==> src/rtl/length_prefixed_message_ring_unit_macros.svh <==
// Assertion macros used by the ring unit datapath module.
`ifndef LENGTH_PREFIXED_MESSAGE_RING_UNIT_MACROS_SVH
`define LENGTH_PREFIXED_MESSAGE_RING_UNIT_MACROS_SVH

`ifndef SYNTHESIS
`define LPMR_ASSERT(lbl, prop, msg) \
    lbl: assert property (@(posedge i_clk) disable iff (!i_rst_n) prop) else $error(msg);
`define LPMR_ASSERT_NEXT(lbl, ante, cons, msg) \
    lbl: assert property (@(posedge i_clk) disable iff (!i_rst_n) (ante) |=> (cons)) \
        else $error(msg);
`else
`define LPMR_ASSERT(lbl, prop, msg)
`define LPMR_ASSERT_NEXT(lbl, ante, cons, msg)
`endif

`endif

==> src/rtl/lpmr_pkg.sv <==
package lpmr_pkg;

    localparam int unsigned RING_BYTES = 1024;
    localparam int unsigned MAX_MSG    = 64;
    localparam int unsigned HDR_BYTES  = 4;
    localparam int unsigned PTR_W      = $clog2(RING_BYTES);
    localparam int unsigned LEN_W      = 7;
    localparam int unsigned BYTE_W     = 8;
    localparam int unsigned CMP_W      = ((PTR_W > LEN_W) ? PTR_W : LEN_W) + 1;

    localparam int unsigned IN_DATA_W  = 16;
    localparam int unsigned IN_USER_W  = 2;
    localparam int unsigned OUT_DATA_W = 16;
    localparam int unsigned OUT_USER_W = 2;
    localparam int unsigned OUT_PAD_W  = OUT_DATA_W - BYTE_W - LEN_W;

    localparam logic [PTR_W-1:0] PTR_ONE     = PTR_W'(1);
    localparam logic [PTR_W-1:0] HDR_PTR_OFS = PTR_W'(HDR_BYTES);

    typedef enum logic [1:0] {
        STAT_ACCEPT = 2'd0,
        STAT_REJECT = 2'd1,
        STAT_READ   = 2'd2,
        STAT_EMPTY  = 2'd3
    } t_status;

    typedef enum logic [2:0] {
        S_IDLE,
        S_DEC,
        S_WDATA,
        S_RHDR,
        S_RDATA
    } t_state;

    typedef struct packed {
        logic load;
        logic wr_hdr;
        logic wr_reject;
        logic wr_data;
        logic rd_hdr;
        logic rd_empty;
        logic rd_first;
        logic rd_byte;
    } t_cmd;

    typedef struct packed {
        logic is_read;
        logic admit;
        logic open;
        logic used_zero;
        logic hdr_zero;
        logic last_byte;
        logic slot;
    } t_stat;

endpackage

==> src/rtl/lpmr_ctrl.sv <==
module lpmr_ctrl (
    input  logic            i_clk,
    input  logic            i_rst_n,
    input  logic            i_s_tvalid,
    output logic            o_s_tready,
    input  lpmr_pkg::t_stat i_stat,
    output lpmr_pkg::t_cmd  o_cmd
);

    lpmr_pkg::t_state r_state;
    lpmr_pkg::t_state n_state;

    always_ff @(posedge i_clk) begin
        if (!i_rst_n) begin
            r_state <= lpmr_pkg::S_IDLE;
        end else begin
            r_state <= n_state;
        end
    end

    always_comb begin
        n_state    = r_state;
        o_cmd      = '0;
        o_s_tready = 1'b0;
        case (r_state)
            lpmr_pkg::S_IDLE: begin
                o_s_tready = 1'b1;
                if (i_s_tvalid) begin
                    o_cmd.load = 1'b1;
                    n_state    = lpmr_pkg::S_DEC;
                end
            end
            lpmr_pkg::S_DEC: begin
                if (i_stat.is_read) begin
                    if (i_stat.used_zero) begin
                        if (i_stat.slot) begin
                            o_cmd.rd_empty = 1'b1;
                            n_state        = lpmr_pkg::S_IDLE;
                        end
                    end else begin
                        o_cmd.rd_hdr = 1'b1;
                        n_state      = lpmr_pkg::S_RHDR;
                    end
                end else if (i_stat.admit) begin
                    o_cmd.wr_hdr = 1'b1;
                    n_state      = lpmr_pkg::S_WDATA;
                end else if (i_stat.open) begin
                    n_state = lpmr_pkg::S_WDATA;
                end else if (i_stat.slot) begin
                    o_cmd.wr_reject = 1'b1;
                    n_state         = lpmr_pkg::S_IDLE;
                end
            end
            lpmr_pkg::S_WDATA: begin
                if (i_stat.slot) begin
                    o_cmd.wr_data = 1'b1;
                    n_state       = lpmr_pkg::S_IDLE;
                end
            end
            lpmr_pkg::S_RHDR: begin
                if (i_stat.hdr_zero) begin
                    if (i_stat.slot) begin
                        o_cmd.rd_empty = 1'b1;
                        n_state        = lpmr_pkg::S_IDLE;
                    end
                end else begin
                    o_cmd.rd_first = 1'b1;
                    n_state        = lpmr_pkg::S_RDATA;
                end
            end
            lpmr_pkg::S_RDATA: begin
                if (i_stat.slot) begin
                    o_cmd.rd_byte = 1'b1;
                    if (i_stat.last_byte) begin
                        n_state = lpmr_pkg::S_IDLE;
                    end
                end
            end
            default: begin
                n_state = lpmr_pkg::S_IDLE;
            end
        endcase
    end

endmodule

==> config.mk <==
export PLATFORM = sky130hd
export DESIGN_NAME = lpmr_ctrl
export DESIGN_NICKNAME = d
export VERILOG_FILES = /design/src/rtl/length_prefixed_message_ring_unit_macros.svh /design/src/rtl/lpmr_pkg.sv /design/src/rtl/lpmr_ctrl.sv
export SDC_FILE = /design/constraint.sdc
export NUM_CORES = 1
export LEC_CHECK = 0
export ABC_AREA = 0
export BUFFER_PORTS_ARGS = -buffer_cell sky130_fd_sc_hd__buf_2
export CAP_MARGIN = 40
export CORE_AREA = 5 5 42 44
export DETAILED_ROUTE_END_ITERATION = 16
export DIE_AREA = 0 0 47 49
export GPL_TIMING_DRIVEN = 0
export PLACE_DENSITY_LB_ADDON = 0.25
export SLEW_MARGIN = 25
export SYNTH_ARGS = -nofsm -noshare
export SYNTH_HDL_FRONTEND = slang
export SYNTH_SLANG_ARGS = --single-unit
==> constraint.sdc <==
create_clock -name i_clk -period 1.3 [get_ports i_clk]
set_clock_uncertainty 0.1 [all_clocks]
set_input_delay 0.065 -clock i_clk [delete_from_list [all_inputs] [get_ports i_clk]]
set_output_delay 0.065 -clock i_clk [all_outputs]
set_load 0.02 [all_outputs]
==> results of run 1 <==
[metal layers]
layer / GRT usage [%] / vias up / share of wire, %
met3: 4.43 / 0 / 6.7
li1: - / 191 / -
met5: 0 / - / 0
met2: 14.3 / 10 / 51
met4: 4.15 / 0 / 0
met1: 9.85 / 173 / 42
[worst max-delay path: cells and delay by family (launching register included)]
family	cells	cell delay, ps
buffers and inverters	2	240
and+or+nand+nor	2	460
DFF	1	310
[area by class of cell]
cell class	instances	area, sq um
fillers	156	805
multi-input cells	27	275
repair buffers	25	178
flip-flops and latches	3	63.8
clock buffers	4	26.3
plain buffers	2	22.5
well taps	16	20.0
inverters	3	11.3
[stage by stage]
stage	util, %	cells	TNS, ps
final	42.6	80	-554
after global placement	29.8	69	0
after detailed placement	29.8	69	0
after floorplan	-	35	-303
after global routing	42.6	80	-1380
after CTS	37.4	78	-585
[how the worst max path moves through the flow]
| stage | startpoint | to | slack [ps] | cells after the start |
|---|---|---|---|---|
| detailed placement | r_state[1] | r_state[0] | 20 | 3 |
| global placement | r_state[1] | r_state[0] | 10 | 3 |
| global route | r_state[1] | o_cmd[5] | -210 | 4 |
| CTS | r_state[1] | o_cmd[5] | -140 | 4 |
| floorplan | r_state[1] | o_cmd[7] | -160 | 3 |
| finish | r_state[1] | o_cmd[5] | -120 | 4 |
[power by group]
part           switching, uW  internal, uW  total (uW)
clock network           51.2           115         166
registers               7.68          99.7         107
logic                   86.9          81.8         169
total                    146           297         442
[kinds of logic after synthesis]
kind of cell / share of synthesized area [%]
compound gates: 27.6
buf+inv: 8.94
flops: 19.5
simple gates: 43.9
[synth_stat cells (all sizes together)]
cell type	count	area (sq um)
a31oi	1	6.26
a221oi	1	8.76
dfxtp	3	60.1
nor2	2	7.51
nor2b	1	6.26
nand2b	1	6.26
nand2	2	7.51
nor4b	2	32.5
nor3b	3	27.5
and2	2	12.5
a2111oi	1	27.5
o21a	1	7.51
buf	2	16.3
and4	1	10.0
nand3	1	5.00
inv	3	11.3
a211o	1	8.76
nor3	1	5.00
nand3b	1	7.51
and3	1	7.51
o21ai	2	10.0
o21bai	1	7.51
o311ai	1	8.76
[placed cells by master, fill, tap and decap left out, drive strengths merged]
master,instances
buf,26
clkbuf,4
dfxtp,3
inv,3
nor3b,3
nor2,2
and2,2
nor4b,2
nand2,2
o21ai,2
nor3,1
and3,1
and4,1
nor2b,1
nand3,1
nand2b,1
o21bai,1
nand3b,1
o311ai,1
a221oi,1
a211o,1
a31oi,1
a2111oi,1
o21a,1
dlygate4sd3,1
[repair_timing]
action,in CTS,in global routing
hold buffers,1,0
resized for setup,15,12
buffers inserted,4,2
pin swaps,4,3
hold endpoints to repair,1,0
endpoints found under the setup margin,8,11
==> out/results.tsv, run 1 <==
stage	metric	value	unit
cts	cts_tree	built	
die	die_y	49	microns
min_path	hold_class	in2reg	
synthesis	ys_types	28	
timing	drv_slew	0	
synthesis	ys_seq_elements	3	
finish	diodes	0	
critical_path	endpoint_kind	primary output	
global_routing	grt-ovfl-total	0	
finish	layout-drive-gt1-share	68.8	%
timing	rsz0062_at_grt	yes	
min_path	min_path_cells	3	
run_status	outcome	complete, but fails checks	
die	rows	14	
die	dieArea	2300	sq um
power	p_per_area	741	nW/um^2
synthesis	synth_area_per_cell	8.79	sq um
drt	route.vias.total	374	
critical_path	rr_endpoint	r_state[1]	
finish	regMostFlops	r_state	
timing	worst_pin_slew	319	ps
synthesis	postSynthNetCount	45	
cts	clockBufferDepth	2	
critical_path	r2r_cells	7	
job	maxCapViolCount	0	
finish	fin_nets	75	
critical_path	cp_slowest_cell	dfxtp_2	
finish	largest_register_ffs	3	
critical_path	critPathKind	reg2out	
placed_design	io_buffers	18	
timing	max_freq	707	MHz
finish	finalInstanceArea	597	sq um
drt	routedWlPerCell	12.5	microns
global_routing	grt_usage	9.07	%
cts	cts-root-buf	clkbuf_4	
placed_design	placed_cell_area	418	sq um
min_path	hold_start	i_stat[2]	
synthesis	netlist_area	308	sq um
global_routing	grt_max_degree	11	
synthesis	syn_inst	35	
timing	min_period	1420	ps
critical_path	crit_required	1130	ps
critical_path	cp-start-kind	flop	
placed_design	hpwl	674	microns
timing	fin_ws	-115	ps
drt	drc	0	
run_status	failed_checks	negative setup slack	
drt	dr.pass1.iters	2	
placed_design	gp_congestion	0.730	
power	irDropWorstVdd	0.000489	V
global_routing	grt_pass1_wl	1520	microns
timing	finalHoldViolCount	0	
power	power.total	442	uW
finish	reg_top3	r_state x3	
die	io_pins	19	
cts	numCtsBuffers	3	
finish	syn_to_final_growth	93.9	%
die	start_util	22.0	%
cts	clock_latency	240	ps
drt	dr.first_iter.drc_count	2	
global_routing	grt_pass1_vias	363	
critical_path	critPathMaxFanout	7	
min_path	hold_end	r_state[0]	
die	coreArea	1400	sq um
synthesis	synth_seq_area_share	19.5	%
placed_design	preCtsSetupSlack	24.3	ps
critical_path	max_stage_delay	310	ps
timing	setup_viol	9	
critical_path	cp_common_cell	buf_6	
timing	relSlewSlack	78.7	%
drt	ant_nets	0	
global_routing	antenna_found_initial	0	
cts	htree_levels	1	
cts	clock_sinks	3	
timing	fin_hold_ws	75.2	ps
timing	finalCritPeriodShare	109	%
critical_path	rrSetupSlack	-20	ps
critical_path	worstPathCellList	buf_6 > nor4b_4 > and3_4 > buf_6	
synthesis	yosysWarnings	0	
critical_path	cp.arrival	1250	ps
drt	wirelength	999	microns
power	total_leakage_power	0.000248	uW
cts	clk_pin_slew_worst_paths	30	ps
die	die_w	47	microns
critical_path	regToRegStartpoint	r_state[1]	
drt	drt-vias-per-instance	4.68	
(Power assumes the default switching activity.)
==> run 2: changes to the inputs <==
Settings changed: BUFFER_PORTS_ARGS -buffer_cell sky130_fd_sc_hd__buf_2 to -buffer_cell sky130_fd_sc_hd__buf_4.
==> run 2 against run 1 <==
The flow still finishes with violations (negative setup slack). Register-to-register slack worse by 20 ps. Combinational power increased by 51%. Design area is 29% higher. Global-route usage up 0.77 points. Worst hold slack got worse by 16 ps. Die area did not move. Power rose by 18%. Non-clock buffer count grew 8. Maximum frequency decreased by 0.38%. Critical path depth up 2. Largest power group unchanged.
==> out/results.tsv, run 2 (synthesis results as in run 1) <==
stage	metric	value	unit
run_status	outcome	complete, but fails checks	
run_status	failed_checks	negative setup slack	
cts	htree_levels	1	
timing	min_period	1420	ps
global_routing	grt_pass1_vias	380	
timing	setup-tns-final	-571	ps
cts	clock_sinks	3	
timing	drv_slew	0	
global_routing	grt_pass1_wl	1590	microns
die	coreArea	1400	sq um
job	maxCapViolCount	0	
global_routing	grt_usage	9.85	%
drt	route.vias.total	430	
finish	final_common_cell	buf_4	
timing	setup_viol	8	
finish	diodes	0	
critical_path	critPathKind	reg2out	
critical_path	cp.arrival	1260	ps
critical_path	rrSetupSlack	-40	ps
die	dieArea	2300	sq um
finish	syn_to_final_growth	150	%
die	die_y	49	microns
finish	fin_nets	83	
placed_design	hpwl	669	microns
critical_path	endpoint_kind	primary output	
die	rows	14	
cts	clock_latency	240	ps
critical_path	crit_required	1130	ps
finish	largest_register_ffs	3	
die	die_w	47	microns
die	io_pins	19	
drt	routedWlPerCell	14.2	microns
timing	relSlewSlack	77.8	%
global_routing	grt_max_degree	11	
cts	clk_pin_slew_worst_paths	40	ps
drt	wirelength	1250	microns
drt	ant_nets	0	
critical_path	cp-start-kind	flop	
finish	reg_top3	r_state x3	
timing	max_freq	704	MHz
finish	finalInstanceArea	768	sq um
power	irDropWorstVdd	0.000390	V
placed_design	io_buffers	18	
drt	dr.first_iter.drc_count	3	
finish	regMostFlops	r_state	
cts	clockBufferDepth	2	
timing	worst_pin_slew	333	ps
finish	layout_common_cells	21 x buf_4, 13 x buf_6, 3 x clkbuf_4	
drt	dr.pass1.iters	3	
timing	finalCritPeriodShare	109	%
min_path	hold_class	in2reg	
die	start_util	22.0	%
placed_design	placed_cell_area	463	sq um
timing	fin_ws	-121	ps
global_routing	grt-ovfl-total	0	
drt	drt-vias-per-instance	4.89	
cts	numCtsBuffers	3	
timing	rsz0062_at_grt	yes	
drt	drc	0	
timing	finalHoldViolCount	0	
critical_path	critPathMaxFanout	5	
power	p_per_area	681	nW/um^2
placed_design	gp_congestion	0.786	
power	total_leakage_power	0.000327	uW
cts	cts_tree	built	
global_routing	antenna_found_initial	0	
cts	cts-root-buf	clkbuf_4	
finish	layout-drive-gt1-share	80.6	%
-- run 2: cell types whose count changed in the layout (fill, tap and decap cells not counted), moves of 2 or more --
cell     delta
buf_2      -11
buf_4      +12
nor3b_4     +2
buf_6       +7
-- run 2: worst max-delay path, stage by stage (launching register included) --
cell and delay [ps]:
dfxtp_2 310, buf_4 140, buf_6 130, nor2_1 140
nand3_2 110, inv_2 70, buf_6 110
-- run 2: layout make-up --
| type | instances | area, sq um |
|---|---|---|
| Buffer | 2 | 22.5 |
| Tap cell | 16 | 20.0 |
| Fill cell | 124 | 633 |
| Multi-Input combinational cell | 27 | 325 |
| Clock buffer | 4 | 26.3 |
| Sequential cell | 3 | 66.3 |
| Timing Repair Buffer | 33 | 292 |
| Inverter | 3 | 16.3 |
-- run 2: final timing paths --
path / start / to / cells past startpoint
max: r_state[1] / o_cmd[3] / 6
min: i_stat[2] / r_state[0] / 3
max reg2reg: r_state[0] / r_state[1] / 5
min reg2reg: r_state[1] / r_state[0] / 3
-- run 2: repair_timing --
item,4_1_cts,5_1_grt
pin swaps,4,10
setup endpoints to repair,8,11
hold buffers,1,0
buffers inserted,3,10
hold endpoints to repair,1,0
gates cloned,1,0
gates resized for setup,11,31
-- run 2: stage by stage --
| step | power [uW] | std cells | setup WS (ps) | util, % | hold WS (ps) |
|---|---|---|---|---|---|
| 6_report | 523 | 88 | -121 | 54.8 | 59.2 |
| 5_1_grt | 563 | 88 | -199 | 54.8 | 67.0 |
| 4_1_cts | 437 | 78 | -124 | 39.8 | 48.2 |
| 3_5_place_dp | 239 | 69 | 39.6 | 33.0 | 205 |
| 3_3_place_gp | 240 | 69 | 22.9 | 33.0 | 206 |
| 2_1_floorplan | 178 | 35 | -157 | - | 82.8 |
-- run 2: power breakdown --
group | internal, uW | switching [uW] | total, uW
sequential | 97.8 | 5.93 | 104
clock | 115 | 50.0 | 165
combinational | 142 | 113 | 255
-- run 2: metal layers --
layer,vias up,share of wire (%),track usage (%)
li1,206,-,-
met1,202,33,9.63
met2,15,56,15.4
met3,7,5.3,2.21
met4,0,5.4,10.1
met5,-,0,0
